[config.mk]
export PLATFORM = sky130hd
export DESIGN_NAME = bounded_deque_remove_by_key_unit_flat
export DESIGN_NICKNAME = d
export VERILOG_FILES = /design/src/rtl/bdq_pkg.sv /design/src/rtl/bdq_req_if.sv /design/src/rtl/bdq_rsp_if.sv /design/src/rtl/bdq_store.sv /design/src/rtl/bdq_seq.sv /design/src/rtl/bounded_deque_remove_by_key_unit.sv /design/src/flat_wrapper.sv
export VERILOG_INCLUDE_DIRS = /design/src /design/src/rtl
export SDC_FILE = /design/constraint.sdc
export NUM_CORES = 1
export LEC_CHECK = 0
export BUFFER_PORTS_ARGS = -buffer_cell sky130_fd_sc_hd__buf_2
export CAP_MARGIN = 20
export CELL_PAD_IN_SITES_DETAIL_PLACEMENT = 1
export CELL_PAD_IN_SITES_GLOBAL_PLACEMENT = 1
export CORE_MARGIN = 1.5
export CORE_UTILIZATION = 50
export DETAILED_ROUTE_END_ITERATION = 10
export GPL_TIMING_DRIVEN = 0
export PLACE_DENSITY_LB_ADDON = 0.1
export SETUP_SLACK_MARGIN = 0.4
export SKIP_CTS_REPAIR_TIMING = 1
export SYNTH_ARGS = -nofsm -noshare
export SYNTH_HDL_FRONTEND = slang
export SYNTH_SLANG_ARGS = --single-unit
[constraint.sdc]
create_clock -name clk -period 9.3 [get_ports clk]
set_clock_uncertainty 0.2 [all_clocks]
set_input_delay 1.86 -clock clk [delete_from_list [all_inputs] [get_ports clk]]
set_output_delay 1.86 -clock clk [all_outputs]
set_load 0.01 [all_outputs]
[src/rtl/bounded_deque_remove_by_key_unit_defines.svh]
// Assertion macros used by the deque unit's sequencer.
`ifndef BOUNDED_DEQUE_REMOVE_BY_KEY_UNIT_DEFINES_SVH
`define BOUNDED_DEQUE_REMOVE_BY_KEY_UNIT_DEFINES_SVH

// Checks that the consequent holds in the same cycle as the antecedent.
`define BDQ_ASSERT_NOW(lbl, ante, cons, msg) \
    lbl: assert property (@(posedge clk) disable iff (!rst_n) (ante) |-> (cons)) \
        else $error(msg);

// Checks that the consequent holds in the cycle after the antecedent.
`define BDQ_ASSERT_NEXT(lbl, ante, cons, msg) \
    lbl: assert property (@(posedge clk) disable iff (!rst_n) (ante) |=> (cons)) \
        else $error(msg);

`endif

[src/rtl/bdq_pkg.sv]
// Package with the deque unit's widths, request and status codes, and shared types.
`default_nettype none

package bdq_pkg;

    localparam int CAPACITY_DEF    = 16;
    localparam int VALUE_WIDTH_DEF = 32;

    localparam int KIND_W   = 2;
    localparam int VALUE_W  = 32;
    localparam int STATUS_W = 2;
    localparam int COUNT_W  = 5;

    localparam logic [KIND_W-1:0] KIND_PUSH_FRONT = 2'd0;
    localparam logic [KIND_W-1:0] KIND_PUSH_BACK  = 2'd1;
    localparam logic [KIND_W-1:0] KIND_POP_FRONT  = 2'd2;
    localparam logic [KIND_W-1:0] KIND_REMOVE     = 2'd3;

    localparam logic [STATUS_W-1:0] ST_OK       = 2'd0;
    localparam logic [STATUS_W-1:0] ST_EMPTY    = 2'd1;
    localparam logic [STATUS_W-1:0] ST_NOTFOUND = 2'd2;
    localparam logic [STATUS_W-1:0] ST_FULL     = 2'd3;

    typedef struct packed {
        logic wr_en;
        logic rd_en;
    } store_ctl_t;

endpackage

`default_nettype wire

[src/rtl/bdq_req_if.sv]
// Request channel interface: one word carries a request kind and a value or key.
`default_nettype none

interface bdq_req_if;

    logic                         valid;
    logic                         ready;
    logic [bdq_pkg::KIND_W-1:0]   kind;
    logic [bdq_pkg::VALUE_W-1:0]  value;

    modport source (output valid, output kind, output value, input ready);
    modport sink   (input valid, input kind, input value, output ready);

endinterface

`default_nettype wire

[src/rtl/bdq_rsp_if.sv]
// Response channel interface: one word carries status, removed value and entry count.
`default_nettype none

interface bdq_rsp_if;

    logic                          valid;
    logic                          ready;
    logic [bdq_pkg::STATUS_W-1:0]  status;
    logic [bdq_pkg::VALUE_W-1:0]   taken_value;
    logic [bdq_pkg::COUNT_W-1:0]   entry_count;

    modport source (output valid, output status, output taken_value, output entry_count,
                     input ready);
    modport sink   (input valid, input status, input taken_value, input entry_count,
                     output ready);

endinterface

`default_nettype wire

[src/rtl/bdq_store.sv]
// Entry memory with a registered read port and the shared key comparator.
`default_nettype none

module bdq_store #(
    parameter int CAPACITY = bdq_pkg::CAPACITY_DEF,
    parameter int DATA_W   = bdq_pkg::VALUE_WIDTH_DEF
) (
    input  wire logic                        clk,
    input  wire bdq_pkg::store_ctl_t         ctl,
    input  wire logic [$clog2(CAPACITY)-1:0] waddr,
    input  wire logic [DATA_W-1:0]           wdata,
    input  wire logic [$clog2(CAPACITY)-1:0] raddr,
    input  wire logic [DATA_W-1:0]           key,
    output      logic [DATA_W-1:0]           rdata,
    output      logic                        match
);

    logic [DATA_W-1:0] mem [CAPACITY];
    logic [DATA_W-1:0] rdata_reg;

    always_ff @(posedge clk)
    begin
        if (ctl.wr_en)
        begin
            mem[waddr] <= wdata;
        end
        if (ctl.rd_en)
        begin
            rdata_reg <= mem[raddr];
        end
    end

    assign rdata = rdata_reg;
    assign match = (rdata_reg == key);

endmodule

`default_nettype wire

[src/rtl/bdq_seq.sv]
// Sequencer that executes each request, walks the ring for removal by key, and holds the response register.
`default_nettype none

`include "bounded_deque_remove_by_key_unit_defines.svh"

module bdq_seq #(
    parameter int CAPACITY    = bdq_pkg::CAPACITY_DEF,
    parameter int VALUE_WIDTH = bdq_pkg::VALUE_WIDTH_DEF
) (
    input  wire logic                        clk,
    input  wire logic                        rst_n,
    bdq_req_if.sink                          req,
    bdq_rsp_if.source                        rsp,
    output      bdq_pkg::store_ctl_t         st_ctl,
    output      logic [$clog2(CAPACITY)-1:0] st_waddr,
    output      logic [((VALUE_WIDTH < bdq_pkg::VALUE_W) ? VALUE_WIDTH
                        : bdq_pkg::VALUE_W)-1:0] st_wdata,
    output      logic [$clog2(CAPACITY)-1:0] st_raddr,
    output      logic [((VALUE_WIDTH < bdq_pkg::VALUE_W) ? VALUE_WIDTH
                        : bdq_pkg::VALUE_W)-1:0] st_key,
    input  wire logic [((VALUE_WIDTH < bdq_pkg::VALUE_W) ? VALUE_WIDTH
                        : bdq_pkg::VALUE_W)-1:0] st_rdata,
    input  wire logic                        st_match
);

    localparam int SW   = (VALUE_WIDTH < bdq_pkg::VALUE_W) ? VALUE_WIDTH : bdq_pkg::VALUE_W;
    localparam int AW   = $clog2(CAPACITY);
    localparam int CW   = $clog2(CAPACITY + 1);
    localparam int SUMW = AW + 1;
    localparam int VW   = bdq_pkg::VALUE_W;
    localparam int OW   = bdq_pkg::COUNT_W;
    localparam int KW   = bdq_pkg::KIND_W;
    localparam int STW  = bdq_pkg::STATUS_W;

    localparam logic [2:0] S_IDLE  = 3'd0;
    localparam logic [2:0] S_EXEC  = 3'd1;
    localparam logic [2:0] S_POP   = 3'd2;
    localparam logic [2:0] S_SCAN  = 3'd3;
    localparam logic [2:0] S_SHIFT = 3'd4;
    localparam logic [2:0] S_DONE  = 3'd5;

    function automatic logic [AW-1:0] ring_inc(input logic [AW-1:0] p);
        return (p == AW'(CAPACITY - 1)) ? '0 : p + AW'(1);
    endfunction

    function automatic logic [AW-1:0] ring_dec(input logic [AW-1:0] p);
        return (p == '0) ? AW'(CAPACITY - 1) : p - AW'(1);
    endfunction

    logic [2:0]     state_reg, state_next;
    logic [AW-1:0]  head_reg, head_next;
    logic [CW-1:0]  count_reg, count_next;
    logic           out_valid_reg, out_valid_next;

    logic [KW-1:0]  kind_reg, kind_next;
    logic [SW-1:0]  key_reg, key_next;
    logic [AW-1:0]  pos_reg, pos_next;
    logic [AW-1:0]  rd_ptr_reg, rd_ptr_next;
    logic [CW-1:0]  rem_reg, rem_next;
    logic [STW-1:0] status_reg, status_next;
    logic [SW-1:0]  taken_reg, taken_next;
    logic [STW-1:0] out_status_reg, out_status_next;
    logic [VW-1:0]  out_taken_reg, out_taken_next;
    logic [OW-1:0]  out_count_reg, out_count_next;

    logic            full;
    logic            empty;
    logic            out_free;
    logic [SUMW-1:0] tail_sum;
    logic [AW-1:0]   tail;

    assign full     = (count_reg == CW'(CAPACITY));
    assign empty    = (count_reg == '0);
    assign out_free = !out_valid_reg || rsp.ready;
    assign tail_sum = SUMW'(head_reg) + SUMW'(count_reg);
    assign tail     = (tail_sum >= SUMW'(CAPACITY)) ? AW'(tail_sum - SUMW'(CAPACITY))
                                                    : AW'(tail_sum);

    assign req.ready       = (state_reg == S_IDLE);
    assign rsp.valid       = out_valid_reg;
    assign rsp.status      = out_status_reg;
    assign rsp.taken_value = out_taken_reg;
    assign rsp.entry_count = out_count_reg;
    assign st_key          = key_reg;

    always_comb
    begin
        state_next      = state_reg;
        head_next       = head_reg;
        count_next      = count_reg;
        kind_next       = kind_reg;
        key_next        = key_reg;
        pos_next        = pos_reg;
        rd_ptr_next     = rd_ptr_reg;
        rem_next        = rem_reg;
        status_next     = status_reg;
        taken_next      = taken_reg;
        out_status_next = out_status_reg;
        out_taken_next  = out_taken_reg;
        out_count_next  = out_count_reg;
        out_valid_next  = out_valid_reg && !rsp.ready;
        st_ctl          = '0;
        st_waddr        = pos_reg;
        st_wdata        = key_reg;
        st_raddr        = head_reg;

        case (state_reg)
            S_IDLE:
            begin
                if (req.valid)
                begin
                    kind_next  = req.kind;
                    key_next   = SW'(req.value);
                    state_next = S_EXEC;
                end
            end
            S_EXEC:
            begin
                status_next = bdq_pkg::ST_OK;
                taken_next  = '0;
                state_next  = S_DONE;
                case (kind_reg)
                    bdq_pkg::KIND_PUSH_FRONT:
                    begin
                        if (full)
                        begin
                            status_next = bdq_pkg::ST_FULL;
                        end
                        else
                        begin
                            st_ctl.wr_en = 1'b1;
                            st_waddr     = ring_dec(head_reg);
                            head_next    = ring_dec(head_reg);
                            count_next   = count_reg + CW'(1);
                        end
                    end
                    bdq_pkg::KIND_PUSH_BACK:
                    begin
                        if (full)
                        begin
                            status_next = bdq_pkg::ST_FULL;
                        end
                        else
                        begin
                            st_ctl.wr_en = 1'b1;
                            st_waddr     = tail;
                            count_next   = count_reg + CW'(1);
                        end
                    end
                    bdq_pkg::KIND_POP_FRONT:
                    begin
                        if (empty)
                        begin
                            status_next = bdq_pkg::ST_EMPTY;
                        end
                        else
                        begin
                            st_ctl.rd_en = 1'b1;
                            st_raddr     = head_reg;
                            state_next   = S_POP;
                        end
                    end
                    bdq_pkg::KIND_REMOVE:
                    begin
                        if (empty)
                        begin
                            status_next = bdq_pkg::ST_EMPTY;
                        end
                        else
                        begin
                            st_ctl.rd_en = 1'b1;
                            st_raddr     = head_reg;
                            pos_next     = head_reg;
                            rem_next     = count_reg - CW'(1);
                            state_next   = S_SCAN;
                        end
                    end
                    default:
                    begin
                        status_next = bdq_pkg::ST_OK;
                    end
                endcase
            end
            S_POP:
            begin
                taken_next = st_rdata;
                head_next  = ring_inc(head_reg);
                count_next = count_reg - CW'(1);
                state_next = S_DONE;
            end
            S_SCAN:
            begin
                // The next entry is fetched ahead so a hit can start shifting at once.
                st_ctl.rd_en = 1'b1;
                st_raddr     = ring_inc(pos_reg);
                if (st_match)
                begin
                    taken_next = st_rdata;
                    if (rem_reg != '0)
                    begin
                        rd_ptr_next = ring_inc(pos_reg);
                        state_next  = S_SHIFT;
                    end
                    else
                    begin
                        count_next = count_reg - CW'(1);
                        state_next = S_DONE;
                    end
                end
                else if (rem_reg == '0)
                begin
                    status_next = bdq_pkg::ST_NOTFOUND;
                    state_next  = S_DONE;
                end
                else
                begin
                    pos_next = ring_inc(pos_reg);
                    rem_next = rem_reg - CW'(1);
                end
            end
            S_SHIFT:
            begin
                st_ctl.wr_en = 1'b1;
                st_waddr     = pos_reg;
                st_wdata     = st_rdata;
                st_ctl.rd_en = 1'b1;
                st_raddr     = ring_inc(rd_ptr_reg);
                pos_next     = rd_ptr_reg;
                rd_ptr_next  = ring_inc(rd_ptr_reg);
                rem_next     = rem_reg - CW'(1);
                if (rem_reg == CW'(1))
                begin
                    count_next = count_reg - CW'(1);
                    state_next = S_DONE;
                end
            end
            S_DONE:
            begin
                if (out_free)
                begin
                    out_valid_next  = 1'b1;
                    out_status_next = status_reg;
                    out_taken_next  = VW'(taken_reg);
                    out_count_next  = OW'(count_reg);
                    state_next      = S_IDLE;
                end
            end
            default:
            begin
                state_next = S_IDLE;
            end
        endcase
    end

    always_ff @(posedge clk or negedge rst_n)
    begin
        if (!rst_n)
        begin
            state_reg     <= S_IDLE;
            head_reg      <= '0;
            count_reg     <= '0;
            out_valid_reg <= 1'b0;
        end
        else
        begin
            state_reg     <= state_next;
            head_reg      <= head_next;
            count_reg     <= count_next;
            out_valid_reg <= out_valid_next;
        end
    end

    always_ff @(posedge clk)
    begin
        kind_reg       <= kind_next;
        key_reg        <= key_next;
        pos_reg        <= pos_next;
        rd_ptr_reg     <= rd_ptr_next;
        rem_reg        <= rem_next;
        status_reg     <= status_next;
        taken_reg      <= taken_next;
        out_status_reg <= out_status_next;
        out_taken_reg  <= out_taken_next;
        out_count_reg  <= out_count_next;
    end

    `BDQ_ASSERT_NEXT(a_accept_starts, (state_reg == S_IDLE) && req.valid,
        state_reg == S_EXEC, "accepted request did not start execution")
    `BDQ_ASSERT_NOW(a_shift_has_work, state_reg == S_SHIFT,
        rem_reg != '0, "shift step entered with nothing left to move")
    `BDQ_ASSERT_NOW(a_count_moves_in_work, count_reg != $past(count_reg),
        ($past(state_reg) == S_EXEC) || ($past(state_reg) == S_POP) ||
        ($past(state_reg) == S_SCAN) || ($past(state_reg) == S_SHIFT),
        "entry count changed outside a working state")
    `BDQ_ASSERT_NOW(a_out_from_done, $rose(out_valid_reg),
        $past(state_reg) == S_DONE, "response word loaded outside the done state")

endmodule

`default_nettype wire

[src/rtl/bounded_deque_remove_by_key_unit.sv]
// Each request passes an execute state and then a done state that loads the response register.
// Pop adds a read state; remove by key scans entries, then shifts those behind the hit, one per cycle.
// Requests are served one at a time over the single memory port pair; a new one is taken only when idle.
// The response register lets the next request be accepted while a response waits.
// Reset clears the entry count, the head position and the response valid at once.
// Entry contents are not cleared and need no clearing pass.
`default_nettype none

module bounded_deque_remove_by_key_unit #(
    parameter int CAPACITY    = bdq_pkg::CAPACITY_DEF,
    parameter int VALUE_WIDTH = bdq_pkg::VALUE_WIDTH_DEF
) (
    input  wire logic clk,
    input  wire logic rst_n,
    bdq_req_if.sink   req,
    bdq_rsp_if.source rsp
);

    localparam int SW = (VALUE_WIDTH < bdq_pkg::VALUE_W) ? VALUE_WIDTH : bdq_pkg::VALUE_W;
    localparam int AW = $clog2(CAPACITY);

    bdq_pkg::store_ctl_t st_ctl;
    logic [AW-1:0]       st_waddr;
    logic [SW-1:0]       st_wdata;
    logic [AW-1:0]       st_raddr;
    logic [SW-1:0]       st_key;
    logic [SW-1:0]       st_rdata;
    logic                st_match;

    bdq_seq #(
        .CAPACITY    (CAPACITY),
        .VALUE_WIDTH (VALUE_WIDTH)
    ) u_seq (
        .clk      (clk),
        .rst_n    (rst_n),
        .req      (req),
        .rsp      (rsp),
        .st_ctl   (st_ctl),
        .st_waddr (st_waddr),
        .st_wdata (st_wdata),
        .st_raddr (st_raddr),
        .st_key   (st_key),
        .st_rdata (st_rdata),
        .st_match (st_match)
    );

    bdq_store #(
        .CAPACITY (CAPACITY),
        .DATA_W   (SW)
    ) u_store (
        .clk   (clk),
        .ctl   (st_ctl),
        .waddr (st_waddr),
        .wdata (st_wdata),
        .raddr (st_raddr),
        .key   (st_key),
        .rdata (st_rdata),
        .match (st_match)
    );

endmodule

`default_nettype wire

[src/flat_wrapper.sv]
// flat-port wrapper written by rule: the top's interface ports become plain ports
module bounded_deque_remove_by_key_unit_flat 
#(
    parameter int CAPACITY    = bdq_pkg::CAPACITY_DEF,
    parameter int VALUE_WIDTH = bdq_pkg::VALUE_WIDTH_DEF
)
  (clk, rst_n, req_valid, req_kind, req_value, req_ready, rsp_valid, rsp_status, rsp_taken_value, rsp_entry_count, rsp_ready);
  bdq_req_if req_i ();
  bdq_rsp_if rsp_i ();
  input  wire logic clk;
  input  wire logic rst_n;
  input wire logic [$bits(req_i.valid)-1:0] req_valid;
  input wire logic [$bits(req_i.kind)-1:0] req_kind;
  input wire logic [$bits(req_i.value)-1:0] req_value;
  output wire logic [$bits(req_i.ready)-1:0] req_ready;
  output wire logic [$bits(rsp_i.valid)-1:0] rsp_valid;
  output wire logic [$bits(rsp_i.status)-1:0] rsp_status;
  output wire logic [$bits(rsp_i.taken_value)-1:0] rsp_taken_value;
  output wire logic [$bits(rsp_i.entry_count)-1:0] rsp_entry_count;
  input wire logic [$bits(rsp_i.ready)-1:0] rsp_ready;
  assign req_i.valid = req_valid;
  assign req_i.kind = req_kind;
  assign req_i.value = req_value;
  assign req_ready = req_i.ready;
  assign rsp_valid = rsp_i.valid;
  assign rsp_status = rsp_i.status;
  assign rsp_taken_value = rsp_i.taken_value;
  assign rsp_entry_count = rsp_i.entry_count;
  assign rsp_i.ready = rsp_ready;
  bounded_deque_remove_by_key_unit #(.CAPACITY(CAPACITY), .VALUE_WIDTH(VALUE_WIDTH)) u_core (.clk(clk), .rst_n(rst_n), .req(req_i), .rsp(rsp_i));
endmodule
==> load_flow_metrics.sql, run 1 <==
INSERT INTO impl_metrics (metric_group, metric, value, unit) VALUES
('timing', 'final_critical_path_setup_slack', '4470', 'ps'),
('detailed_routing', 'postRouteWirelength', '81.0', 'mm'),
('global_route', 'grt_overflow_total', '0', ''),
('global_route', 'gr-usage-all-layers', '0.285', ''),
('place', 'final_gp_congestion', '0.868', ''),
('clocking', 'cts_inserted_buffers', '72', ''),
('timing', 'fin_crit_sh', '0.519', ''),
('layout', 'largest_register', 'u_core.u_store.mem', ''),
('clocking', 'clockBufferDepth', '3', ''),
('global_route', 'grt_pass1_vias', '18700', ''),
('detailed_routing', 'routed_wire_length_per_instance', '28.3', 'microns'),
('yosys', 'synth_top_flop_cell', 'sky130_fd_sc_hd__edfxtp_1', ''),
('global_route', 'grt_antenna_before_repair', '3', ''),
('detailed_routing', 'antenna_left', '0', ''),
('layout', 'flip_flop_count_of_the_largest_register_after_layout', '512', ''),
('detailed_routing', 'drt_first_iter_violations', '1961', ''),
('critical_path', 'crit_fanout', '10', ''),
('timing', 'finalHoldViolations', '0', ''),
('clocking', 'root_buffer', 'sky130_fd_sc_hd__clkbuf_16', ''),
('floorplan', 'std_cell_rows', '86', ''),
('yosys', 'synthDistinctLibCells', '59', ''),
('yosys', 'syn_nets', '1943', ''),
('clocking', 'tritoncts', 'yes', ''),
('detailed_routing', 'drc_errors', '0', ''),
('yosys', 'portion_of_the_post_synthesis_area_used_by_sequential_elements', '0.721', ''),
('detailed_routing', 'total_via_count_after_detailed_routing', '18000', ''),
('place', 'detailedPlace.worstSlack', '4630', 'ps'),
('place', 'port_buffers', '78', ''),
('critical_path', 'crit_path_end_kind', 'flip-flop', ''),
('layout', 'layout.nets', '2112', ''),
('detailed_routing', 'detail_route.first_pass.iterations', '5', ''),
('clocking', 'clkLatencyLatePin', '620', 'ps'),
('floorplan', 'dieArea', '57700', 'sq um'),
('critical_path', 'critical_path_class', 'flip-flop to flip-flop', ''),
('status', 'status', 'finished, final reports clean', ''),
('yosys', 'synth-edff-count', '664', ''),
('yosys', 'post_synthesis_cells', '1891', ''),
('critical_path', 'timing.critical_path.from_type', 'flip-flop', ''),
('timing', 'fin_crit', '4830', 'ps'),
('yosys', 'netlist_area', '28100', 'sq um'),
('min_path', 'hold_class', 'flip-flop to flip-flop', ''),
('global_route', 'grt_first_pass_wirelength', '120', 'mm'),
('timing', 'slew_headroom', '0.218', ''),
('floorplan', 'start_util', '0.508', ''),
('critical_path', 'critical_path_required', '9400', 'ps'),
('timing', 'grt_setup_unrepaired', 'false', ''),
('layout', 'layout-area-overhead-vs-synth', '14.7', '%'),
('clocking', 'clock-sinks', '677', ''),
('yosys', 'ys_warn_count', '0', ''),
('global_route', 'grt_start_max_net_pins', '35', ''),
('place', 'detailed_place_hpwl', '56.7', 'mm'),
('timing', 'timing.setup.tns', '0', 'ps'),
('critical_path', 'reg2reg_slack', '4470', 'ps'),
('yosys', 'ys_ff_latch', '677', ''),
('yosys', 'postSynth.asyncResetShare', '0.0192', ''),
('layout', 'diodes', '0', ''),
('critical_path', 'worst_ep_arrival', '4930', 'ps'),
('layout', 'layout-drive-gt1-share', '0.157', ''),
('timing', 'timing.final.max_slew_violations', '0', ''),
('detailed_routing', 'vias_per_cell', '6.28', ''),
('timing', 'maxClockFrequency', '0.207', 'GHz'),
('clocking', 'h-tree-depth', '3', ''),
('timing', 'worstMarginPinSlew', '1170', 'ps'),
('yosys', 'syn_avg_cell_area', '14.9', 'sq um'),
('clocking', 'path_clk_slew', '60', 'ps'),
('floorplan', 'die_extent_in_y', '240', 'microns'),
('flow_run', 'drv.max_cap_violation_count', '0', ''),
('floorplan', 'die_width', '240', 'microns'),
('timing', 'setup_viol', '0', ''),
('floorplan', 'io_pins', '79', ''),
('layout', 'fillers', '5208', ''),
('floorplan', 'fp.coreArea', '55300', 'sq um');
## layout make-up
| class | instances | area (sq um) | area share |
|---|---|---|---|
| buffer | 157 | 663 | 0.0206 |
| inverter | 11 | 41.3 | 0.00128 |
| clock inverter | 36 | 325 | 0.0101 |
| timing repair buffer | 95 | 716 | 0.0222 |
| multi-input combinational | 1046 | 7290 | 0.226 |
| tap | 748 | 936 | 0.0290 |
| clock buffer | 91 | 2000 | 0.0621 |
| sequential | 677 | 20300 | 0.629 |
## critical path: stages, from the launching register on
cell and delay, ps:
sky130_fd_sc_hd__edfxtp_1 480, sky130_fd_sc_hd__ha_1 360, sky130_fd_sc_hd__nor2b_1 70, sky130_fd_sc_hd__a221oi_2 960, sky130_fd_sc_hd__nand2_1 680, sky130_fd_sc_hd__clkbuf_1 430
sky130_fd_sc_hd__a2111oi_0 940, sky130_fd_sc_hd__a2111o_1 220, sky130_fd_sc_hd__a22oi_1 180
## worst paths after layout
kind                                                                from                                         end  cells past startpoint
worst max-delay path                   u_core.u_seq.pos_reg[0]$_DFFE_PP_          u_core.u_store.rdata[25]$_DFFE_PP_                      8
worst min-delay path            u_core.u_seq.taken_reg[18]$_SDFFCE_PN0P_  u_core.u_seq.rsp.taken_value[18]$_DFFE_PP_                      0
worst max register to register         u_core.u_seq.pos_reg[0]$_DFFE_PP_          u_core.u_store.rdata[25]$_DFFE_PP_                      8
worst min register to register  u_core.u_seq.taken_reg[18]$_SDFFCE_PN0P_  u_core.u_seq.rsp.taken_value[18]$_DFFE_PP_                      0
max in group asynchronous                                          rst_n        u_core.u_seq.head_reg[1]$_DFFE_PN0P_                      1
min in group asynchronous                                          rst_n        u_core.u_seq.head_reg[2]$_DFFE_PN0P_                      1
## per-layer routing
layer,share of wire,global-route usage,routed length [microns]
met1,0.43,0.399,35000
met2,0.48,0.464,38600
met3,0.069,0.0440,5570
met4,0.022,0.0797,1790
met5,0.00016,0,13
## logic make-up (layout without fill, tap and decap cells)
group | after synthesis | count (layout) | synth area share
AOI/OAI and AO/OA | 400 | 400 | 0.106
xor gates and xnor gates | 52 | 52 | 0.0162
adders and majority gates | 14 | 14 | 0.00650
buffers and inverters | 168 | 390 | 0.0251
DFF | 677 | 677 | 0.721
muxes | 104 | 104 | 0.0401
and+or+nand+nor | 476 | 476 | 0.0858
## metrics by stage
step	utilization	hold slack, ps	instances	instance area [sq um]
after floorplan	-	200	1891	28100
after global placement	0.532	200	2717	29400
after detailed placement	0.541	206	2734	29900
after CTS	0.583	220	2861	32200
after global routing	0.583	224	2861	32200
final	0.583	217	2861	32200
## synth_stat cells (all sizes together), types with 6 or more instances
cell type  number  area [sq um]
edfxtp        664         19900
nand2         137           514
nand3         136           681
o21ai         118           591
clkbuf        108           405
mux2           68           766
and3           65           407
a2111oi        64           561
o2111ai        64           561
buf            49           258
xnor2          43           377
nand4          42           263
and2           36           225
mux2i          36           360
a22oi          34           255
o31ai          34           255
nor2           33           134
a2111o         32           360
a21oi          14          73.8
dfrtp          13           325
ha             13           163
inv            11          41.3
xor2            9          78.8
a31oi           8          50.1
nor2b           7          43.8
a21o            6          45.0
nor3            6          30.0
## layout by cell type (no fill, tap or decap), drive strengths merged, types with 30 or more instances in the layout
master,count
o2111ai,64
a22oi,34
clkinv,30
a2111o,32
o31ai,34
o21ai,118
nand2,137
nand4,42
nor2,33
clkbuf,199
a2111oi,64
xnor2,43
and2,36
edfxtp,664
and3,65
nand3,136
mux2,68
buf,144
mux2i,36
Power of run 1 is left out: the tool's default activity adds up to more than one toggle a clock period on the data nets, which glitch-free logic cannot reach.
==> run 2, diff against run 1 <==
--- a/config.mk
+++ b/config.mk
@@ -11,7 +11,7 @@
 export CELL_PAD_IN_SITES_DETAIL_PLACEMENT = 1
 export CELL_PAD_IN_SITES_GLOBAL_PLACEMENT = 1
 export CORE_MARGIN = 1.5
-export CORE_UTILIZATION = 50
+export CORE_UTILIZATION = 48
 export DETAILED_ROUTE_END_ITERATION = 10
 export GPL_TIMING_DRIVEN = 0
 export PLACE_DENSITY_LB_ADDON = 0.1
==> constraint.sdc (replaced) <==
create_clock -name clk -period 4.25 [get_ports clk]
set_clock_uncertainty 0.2 [all_clocks]
set_input_delay 0.85 -clock clk [delete_from_list [all_inputs] [get_ports clk]]
set_output_delay 0.85 -clock clk [all_outputs]
set_load 0.01 [all_outputs]
==> run 2 against run 1 <==
  * Non-clock buffer count is 28 higher
  * Design area grew 1.8%
  * Worst hold slack barely moved
  * Flip-flop and latch count is the same
  * Critical path depth up 2
  * Via count hardly changed
  * Maximum frequency grew 25%
  * Wire length rose by 1.3%
  * Sequential share of layout area down 1.1 points
  * Register-to-register slack got worse by 4100 ps
  * Largest cell class unchanged
  * First-iteration DRC count is 20% lower
  * Die area increased by 4.1%
==> load_flow_metrics.sql, run 2 (synthesized netlist as in run 1, its figures left out) <==
INSERT INTO impl_metrics (metric_group, metric, value, unit) VALUES
('critical_path', 'worst_r2r_path_depth', '10', ''),
('timing', 'maxClockFrequency', '0.259', 'GHz'),
('critical_path', 'crit_fanout', '10', ''),
('clocking', 'root_buffer', 'sky130_fd_sc_hd__clkbuf_16', ''),
('layout', 'layout.nets', '2144', ''),
('layout', 'largest_register', 'u_core.u_store.mem', ''),
('floorplan', 'die_extent_in_y', '245', 'microns'),
('timing', 'final_critical_path_setup_slack', '395', 'ps'),
('critical_path', 'crit_path_end_kind', 'flip-flop', ''),
('timing', 'grt_setup_unrepaired', 'true', ''),
('global_route', 'grt_pass1_vias', '18400', ''),
('place', 'port_buffers', '78', ''),
('global_route', 'grt_antenna_before_repair', '2', ''),
('global_route', 'grt_overflow_total', '0', ''),
('detailed_routing', 'drt_first_iter_violations', '1577', ''),
('place', 'detailedPlace.worstSlack', '-370', 'ps'),
('clocking', 'clockBufferDepth', '3', ''),
('global_route', 'grt_first_pass_wirelength', '119', 'mm'),
('detailed_routing', 'postRouteWirelength', '82.0', 'mm'),
('critical_path', 'reg2reg_slack', '390', 'ps'),
('min_path', 'worstHoldPathCells', '0', ''),
('floorplan', 'dieArea', '60000', 'sq um'),
('floorplan', 'die_width', '245', 'microns'),
('floorplan', 'fp.coreArea', '57800', 'sq um'),
('clocking', 'tritoncts', 'yes', ''),
('layout', 'flip_flop_count_of_the_largest_register_after_layout', '512', ''),
('flow_run', 'drv.max_cap_violation_count', '0', ''),
('global_route', 'grt_start_max_net_pins', '36', ''),
('timing', 'fin_crit', '3860', 'ps'),
('clocking', 'clkLatencyLatePin', '600', 'ps'),
('timing', 'finalHoldViolations', '0', ''),
('critical_path', 'critical_path_required', '4390', 'ps'),
('critical_path', 'critical_path_class', 'flip-flop to flip-flop', ''),
('layout', 'seq_area', '20300', 'sq um'),
('floorplan', 'std_cell_rows', '88', ''),
('detailed_routing', 'total_via_count_after_detailed_routing', '18000', ''),
('layout', 'diodes', '0', ''),
('layout', 'fillers', '5442', ''),
('clocking', 'clock-sinks', '677', ''),
('timing', 'timing.final.max_slew_violations', '0', ''),
('timing', 'setup_viol', '0', ''),
('status', 'status', 'finished, final reports clean', ''),
('detailed_routing', 'antenna_left', '0', ''),
('layout', 'layout_commonest_cell', 'sky130_fd_sc_hd__edfxtp_1', ''),
('layout', 'final_cell_mix', 'sky130_fd_sc_hd__edfxtp_1, sky130_fd_sc_hd__nand3_1, sky130_fd_sc_hd__nand2_1, sky130_fd_sc_hd__buf_2, sky130_fd_sc_hd__o21ai_0', ''),
('layout', 'layout-drive-gt1-share', '0.198', ''),
('floorplan', 'start_util', '0.486', ''),
('clocking', 'path_clk_slew', '60', 'ps'),
('place', 'detailed_place_hpwl', '56.5', 'mm'),
('timing', 'fin_crit_sh', '0.907', ''),
('detailed_routing', 'detail_route.first_pass.iterations', '5', ''),
('critical_path', 'rr_endpoint', 'u_core.u_store.rdata[30]$_DFFE_PP_', ''),
('clocking', 'h-tree-depth', '3', ''),
('detailed_routing', 'routed_wire_length_per_instance', '28.2', 'microns'),
('layout', 'layout-area-overhead-vs-synth', '16.7', '%'),
('place', 'final_gp_congestion', '0.854', ''),
('detailed_routing', 'drc_errors', '0', ''),
('layout', 'multi_input_comb_area', '7500', 'sq um'),
('detailed_routing', 'vias_per_cell', '6.17', ''),
('floorplan', 'io_pins', '79', ''),
('timing', 'slew_headroom', '0.323', ''),
('min_path', 'hold_class', 'flip-flop to flip-flop', ''),
('min_path', 'worstHoldEndpoint', 'u_core.u_seq.rsp.taken_value[25]$_DFFE_PP_', ''),
('critical_path', 'worst_ep_arrival', '3990', 'ps'),
('global_route', 'gr-usage-all-layers', '0.270', ''),
('min_path', 'timing.hold.worst.start', 'u_core.u_seq.taken_reg[25]$_SDFFCE_PN0P_', ''),
('critical_path', 'timing.critical_path.from_type', 'flip-flop', ''),
('timing', 'worstMarginPinSlew', '1010', 'ps'),
('clocking', 'cts_inserted_buffers', '73', ''),
('critical_path', 'timing.rr.start', 'u_core.u_seq.head_reg[1]$_DFFE_PN0P_', '');
## run 2: cell count changes in the layout (fill, tap and decap cells not counted), moves of 5 or more
cell,delta
sky130_fd_sc_hd__o2111ai_1,-5
sky130_fd_sc_hd__buf_12,+6
sky130_fd_sc_hd__clkbuf_4,+5
sky130_fd_sc_hd__o2111ai_2,+5
sky130_fd_sc_hd__a2111oi_0,-16
sky130_fd_sc_hd__a2111oi_1,+14
sky130_fd_sc_hd__a22oi_2,+10
sky130_fd_sc_hd__a22oi_1,-10
sky130_fd_sc_hd__clkbuf_2,+34
sky130_fd_sc_hd__buf_4,+20
sky130_fd_sc_hd__clkbuf_1,-30
sky130_fd_sc_hd__clkinv_1,-5
## run 2: routing by layer
layer  vias to the layer above  routed length, microns  global-route usage
li1                       7939                       -                   -
met1                      9215                   35000               0.372
met2                       689                   38900               0.428
met3                       122                    6090              0.0609
met4                         0                    2030              0.0804
met5                         -                       0                   0
## run 2: cell type report
cell class | count | share of cell area
sequential | 677 | 0.617
multi-input combinational | 1049 | 0.229
clock buffer | 96 | 0.0602
timing repair buffer | 123 | 0.0312
tap | 765 | 0.0292
buffer | 157 | 0.0220
clock inverter | 34 | 0.0101
inverter | 11 | 0.00126
## run 2: worst max-delay path by stage
| stage | startpoint | end | slack [ps] | cells past startpoint |
|---|---|---|---|---|
| 6_report | u_core.u_seq.head_reg[1]$_DFFE_PN0P_ | u_core.u_store.rdata[30]$_DFFE_PP_ | 390 | 10 |
| 4_1_cts | u_core.u_seq.pos_reg[1]$_DFFE_PP_ | u_core.u_store.rdata[29]$_DFFE_PP_ | -330 | 8 |
| 5_1_grt | u_core.u_seq.head_reg[1]$_DFFE_PN0P_ | u_core.u_store.rdata[5]$_DFFE_PP_ | 270 | 10 |
| 2_1_floorplan | u_core.u_seq.count_reg[0]$_DFFE_PN0P_ | u_core.u_store.mem[10][0]$_DFFE_PP_ | 290 | 8 |
| 3_5_place_dp | u_core.u_seq.pos_reg[0]$_DFFE_PP_ | u_core.u_store.rdata[29]$_DFFE_PP_ | -370 | 8 |
| 3_3_place_gp | u_core.u_seq.count_reg[0]$_DFFE_PN0P_ | u_core.u_store.mem[11][8]$_DFFE_PP_ | -1890 | 8 |
## run 2: through the flow
step                      cells  hold WS (ps)  cell area (sq um)  TNS, ps  utilization
after floorplan            1891           200              28100        0            -
after global placement     2734           201              29500  -689120        0.510
after detailed placement   2752           206              30000   -11430        0.518
after CTS                  2882         -64.0              32300   -15670        0.558
after global routing       2912           199              32800        0        0.568
final                      2912           217              32800        0        0.568
## run 2: worst max-delay path, stage by stage, from the launching register on
cell and delay (ps):
sky130_fd_sc_hd__dfrtp_1 440, sky130_fd_sc_hd__buf_2 220, sky130_fd_sc_hd__a211oi_1 530, sky130_fd_sc_hd__a221o_1 340
sky130_fd_sc_hd__buf_2 300, sky130_fd_sc_hd__nor2_4 110, sky130_fd_sc_hd__buf_4 220, sky130_fd_sc_hd__buf_6 180
sky130_fd_sc_hd__mux2i_1 170, sky130_fd_sc_hd__a2111o_1 420, sky130_fd_sc_hd__a22oi_1 430
Power of run 2 is left out for the same reason.
==> run 3, diff against run 2 <==
--- a/config.mk
+++ b/config.mk
@@ -15,6 +15,7 @@
 export DETAILED_ROUTE_END_ITERATION = 10
 export GPL_TIMING_DRIVEN = 0
 export PLACE_DENSITY_LB_ADDON = 0.1
+export RECOVER_POWER = 100
 export SETUP_SLACK_MARGIN = 0.4
 export SKIP_CTS_REPAIR_TIMING = 1
 export SYNTH_ARGS = -nofsm -noshare
==> run 3 against run 2 <==
  * Maximum frequency down 1.8%
  * The flow now finishes with violations (max-capacitance violations, max-slew violations)
  * Flip-flop and latch count unchanged
  * Critical path depth up 1
  * Non-clock buffer count unchanged
==> load_flow_metrics.sql, run 3 (synthesized netlist as in run 1, its figures left out) <==
INSERT INTO impl_metrics (metric_group, metric, value, unit) VALUES
('global_route', 'gr-usage-all-layers', '0.270', ''),
('timing', 'slew_headroom', '-0.145', ''),
('layout', 'largest_register', 'u_core.u_store.mem', ''),
('floorplan', 'start_util', '0.486', ''),
('detailed_routing', 'postRouteWirelength', '82.1', 'mm'),
('critical_path', 'endpoint', 'u_core.u_store.rdata[7]$_DFFE_PP_', ''),
('detailed_routing', 'drt_first_iter_violations', '1644', ''),
('detailed_routing', 'antenna_left', '0', ''),
('min_path', 'hold_class', 'flip-flop to flip-flop', ''),
('layout', 'flip_flop_count_of_the_largest_register_after_layout', '512', ''),
('layout', 'layout-drive-gt1-share', '0.166', ''),
('timing', 'setup_viol', '0', ''),
('clocking', 'path_clk_slew', '60', 'ps'),
('detailed_routing', 'total_via_count_after_detailed_routing', '18000', ''),
('clocking', 'clockBufferDepth', '3', ''),
('place', 'final_gp_congestion', '0.854', ''),
('layout', 'final_cell_mix', 'sky130_fd_sc_hd__edfxtp_1, sky130_fd_sc_hd__clkbuf_1, sky130_fd_sc_hd__nand3_1, sky130_fd_sc_hd__nand2_1, sky130_fd_sc_hd__o21ai_0', ''),
('layout', 'layout_commonest_cell', 'sky130_fd_sc_hd__edfxtp_1', ''),
('floorplan', 'std_cell_rows', '88', ''),
('layout', 'layout-area-overhead-vs-synth', '15.6', '%'),
('flow_run', 'drv.max_cap_violation_count', '2', ''),
('place', 'dpl.cell_count', '2752', ''),
('layout', 'layout.core_utilization', '0.562', ''),
('clocking', 'clkLatencyLatePin', '600', 'ps'),
('timing', 'finalHoldViolations', '0', ''),
('global_route', 'grt_antenna_before_repair', '2', ''),
('critical_path', 'reg2reg_slack', '320', 'ps'),
('status', 'status', 'complete, but fails checks', ''),
('critical_path', 'critical_path_class', 'flip-flop to flip-flop', ''),
('place', 'placement.cell_area', '30000', 'sq um'),
('detailed_routing', 'detail_route.first_pass.iterations', '5', ''),
('critical_path', 'rr_endpoint', 'u_core.u_store.rdata[7]$_DFFE_PP_', ''),
('layout', 'layout.nets', '2144', ''),
('timing', 'maxClockFrequency', '0.255', 'GHz'),
('global_route', 'grt_start_max_net_pins', '36', ''),
('critical_path', 'worst_setup_path_startpoint', 'u_core.u_seq.state_reg[1]$_DFFE_PN0P_', ''),
('critical_path', 'timing.rr.start', 'u_core.u_seq.state_reg[1]$_DFFE_PN0P_', ''),
('critical_path', 'crit_fanout', '10', ''),
('clocking', 'clock-sinks', '677', ''),
('timing', 'fin_crit_sh', '0.924', ''),
('detailed_routing', 'vias_per_cell', '6.18', ''),
('critical_path', 'timing.critical_path.from_type', 'flip-flop', ''),
('timing', 'timing.final.max_slew_violations', '45', ''),
('global_route', 'grt_pass1_vias', '18400', ''),
('clocking', 'h-tree-depth', '3', ''),
('place', 'port_buffers', '78', ''),
('global_route', 'grt_first_pass_wirelength', '119', 'mm'),
('floorplan', 'die_width', '245', 'microns'),
('layout', 'diodes', '0', ''),
('critical_path', 'worst_ep_arrival', '4070', 'ps'),
('timing', 'worstMarginPinSlew', '1720', 'ps'),
('detailed_routing', 'routed_wire_length_per_instance', '28.2', 'microns'),
('floorplan', 'dieArea', '60000', 'sq um'),
('status', 'violations', 'max-capacitance violations, max-slew violations', ''),
('critical_path', 'crit_path_end_kind', 'flip-flop', ''),
('global_route', 'grt_overflow_total', '0', ''),
('place', 'detailed_place_hpwl', '56.5', 'mm'),
('detailed_routing', 'drc_errors', '0', ''),
('timing', 'grt_setup_unrepaired', 'true', ''),
('floorplan', 'io_pins', '79', ''),
('critical_path', 'critical_path_required', '4390', 'ps'),
('clocking', 'root_buffer', 'sky130_fd_sc_hd__clkbuf_16', ''),
('floorplan', 'fp.coreArea', '57800', 'sq um'),
('critical_path', 'worst_r2r_path_depth', '11', ''),
('layout', 'stdcell_area', '32500', 'sq um'),
('floorplan', 'die_extent_in_y', '245', 'microns'),
('clocking', 'tritoncts', 'yes', ''),
('layout', 'count_of_non_filler_cells_in_the_finished_layout', '2912', ''),
('timing', 'fin_crit', '3930', 'ps'),
('clocking', 'cts_inserted_buffers', '73', '');
run 3: cell types whose count changed in the layout (fill, tap and decap cells not counted), sizes merged:
| cell | previous run | this run |
|---|---|---|
| buf | 169 | 104 |
| clkbuf | 206 | 271 |
run 3: worst min-delay path by stage:
stage / startpoint / endpoint / cells after the start
finish: u_core.u_seq.taken_reg[25]$_SDFFCE_PN0P_ / u_core.u_seq.rsp.taken_value[25]$_DFFE_PP_ / 0
global route: req_value[8] / u_core.u_seq.st_key[8]$_DFFE_PP_ / 1
detailed placement: u_core.u_seq.taken_reg[3]$_SDFFCE_PN0P_ / u_core.u_seq.rsp.taken_value[3]$_DFFE_PP_ / 0
global placement: u_core.u_seq.taken_reg[2]$_SDFFCE_PN0P_ / u_core.u_seq.rsp.taken_value[2]$_DFFE_PP_ / 0
floorplan: u_core.u_seq.status_reg[0]$_SDFFCE_PP0P_ / u_core.u_seq.rsp.status[0]$_DFFE_PP_ / 0
CTS: rst_n / u_core.u_seq.rsp.valid$_DFF_PN0_ / 1
run 3: per-stage QoR:
step	setup WS (ps)	hold slack [ps]	TNS, ps
finish	322	216	0
global route	154	199	0
CTS	-332	-64.0	-15670
detailed placement	-370	206	-11430
global placement	-1890	201	-689120
floorplan	288	200	0
run 3: metal layers:
layer,wire length [microns],GRT usage
met5,0,0
met1,35100,0.372
met4,2260,0.0804
met2,38700,0.428
met3,6040,0.0609
run 3: cell type report:
cell class | instances | area (sq um)
Multi-Input combinational cell | 1049 | 7410
Sequential cell | 677 | 20300
Clock buffer | 96 | 1980
Fill cell | 5473 | 25300
Inverter | 11 | 41.3
Tap cell | 765 | 957
Buffer | 157 | 721
Clock inverter | 34 | 332
Timing Repair Buffer | 123 | 803
run 3: worst max-delay path, stage by stage, from the launching register on:
cell and delay [ps]:
sky130_fd_sc_hd__dfrtp_1 390, sky130_fd_sc_hd__clkbuf_1 430, sky130_fd_sc_hd__nor3b_4 150, sky130_fd_sc_hd__nor2_2 340
sky130_fd_sc_hd__a22o_1 190, sky130_fd_sc_hd__clkbuf_2 290, sky130_fd_sc_hd__or2_1 150, sky130_fd_sc_hd__buf_2 150
sky130_fd_sc_hd__buf_6 210, sky130_fd_sc_hd__buf_2 310, sky130_fd_sc_hd__o2111ai_1 310, sky130_fd_sc_hd__a22oi_1 510
Power of run 3 is left out for the same reason.
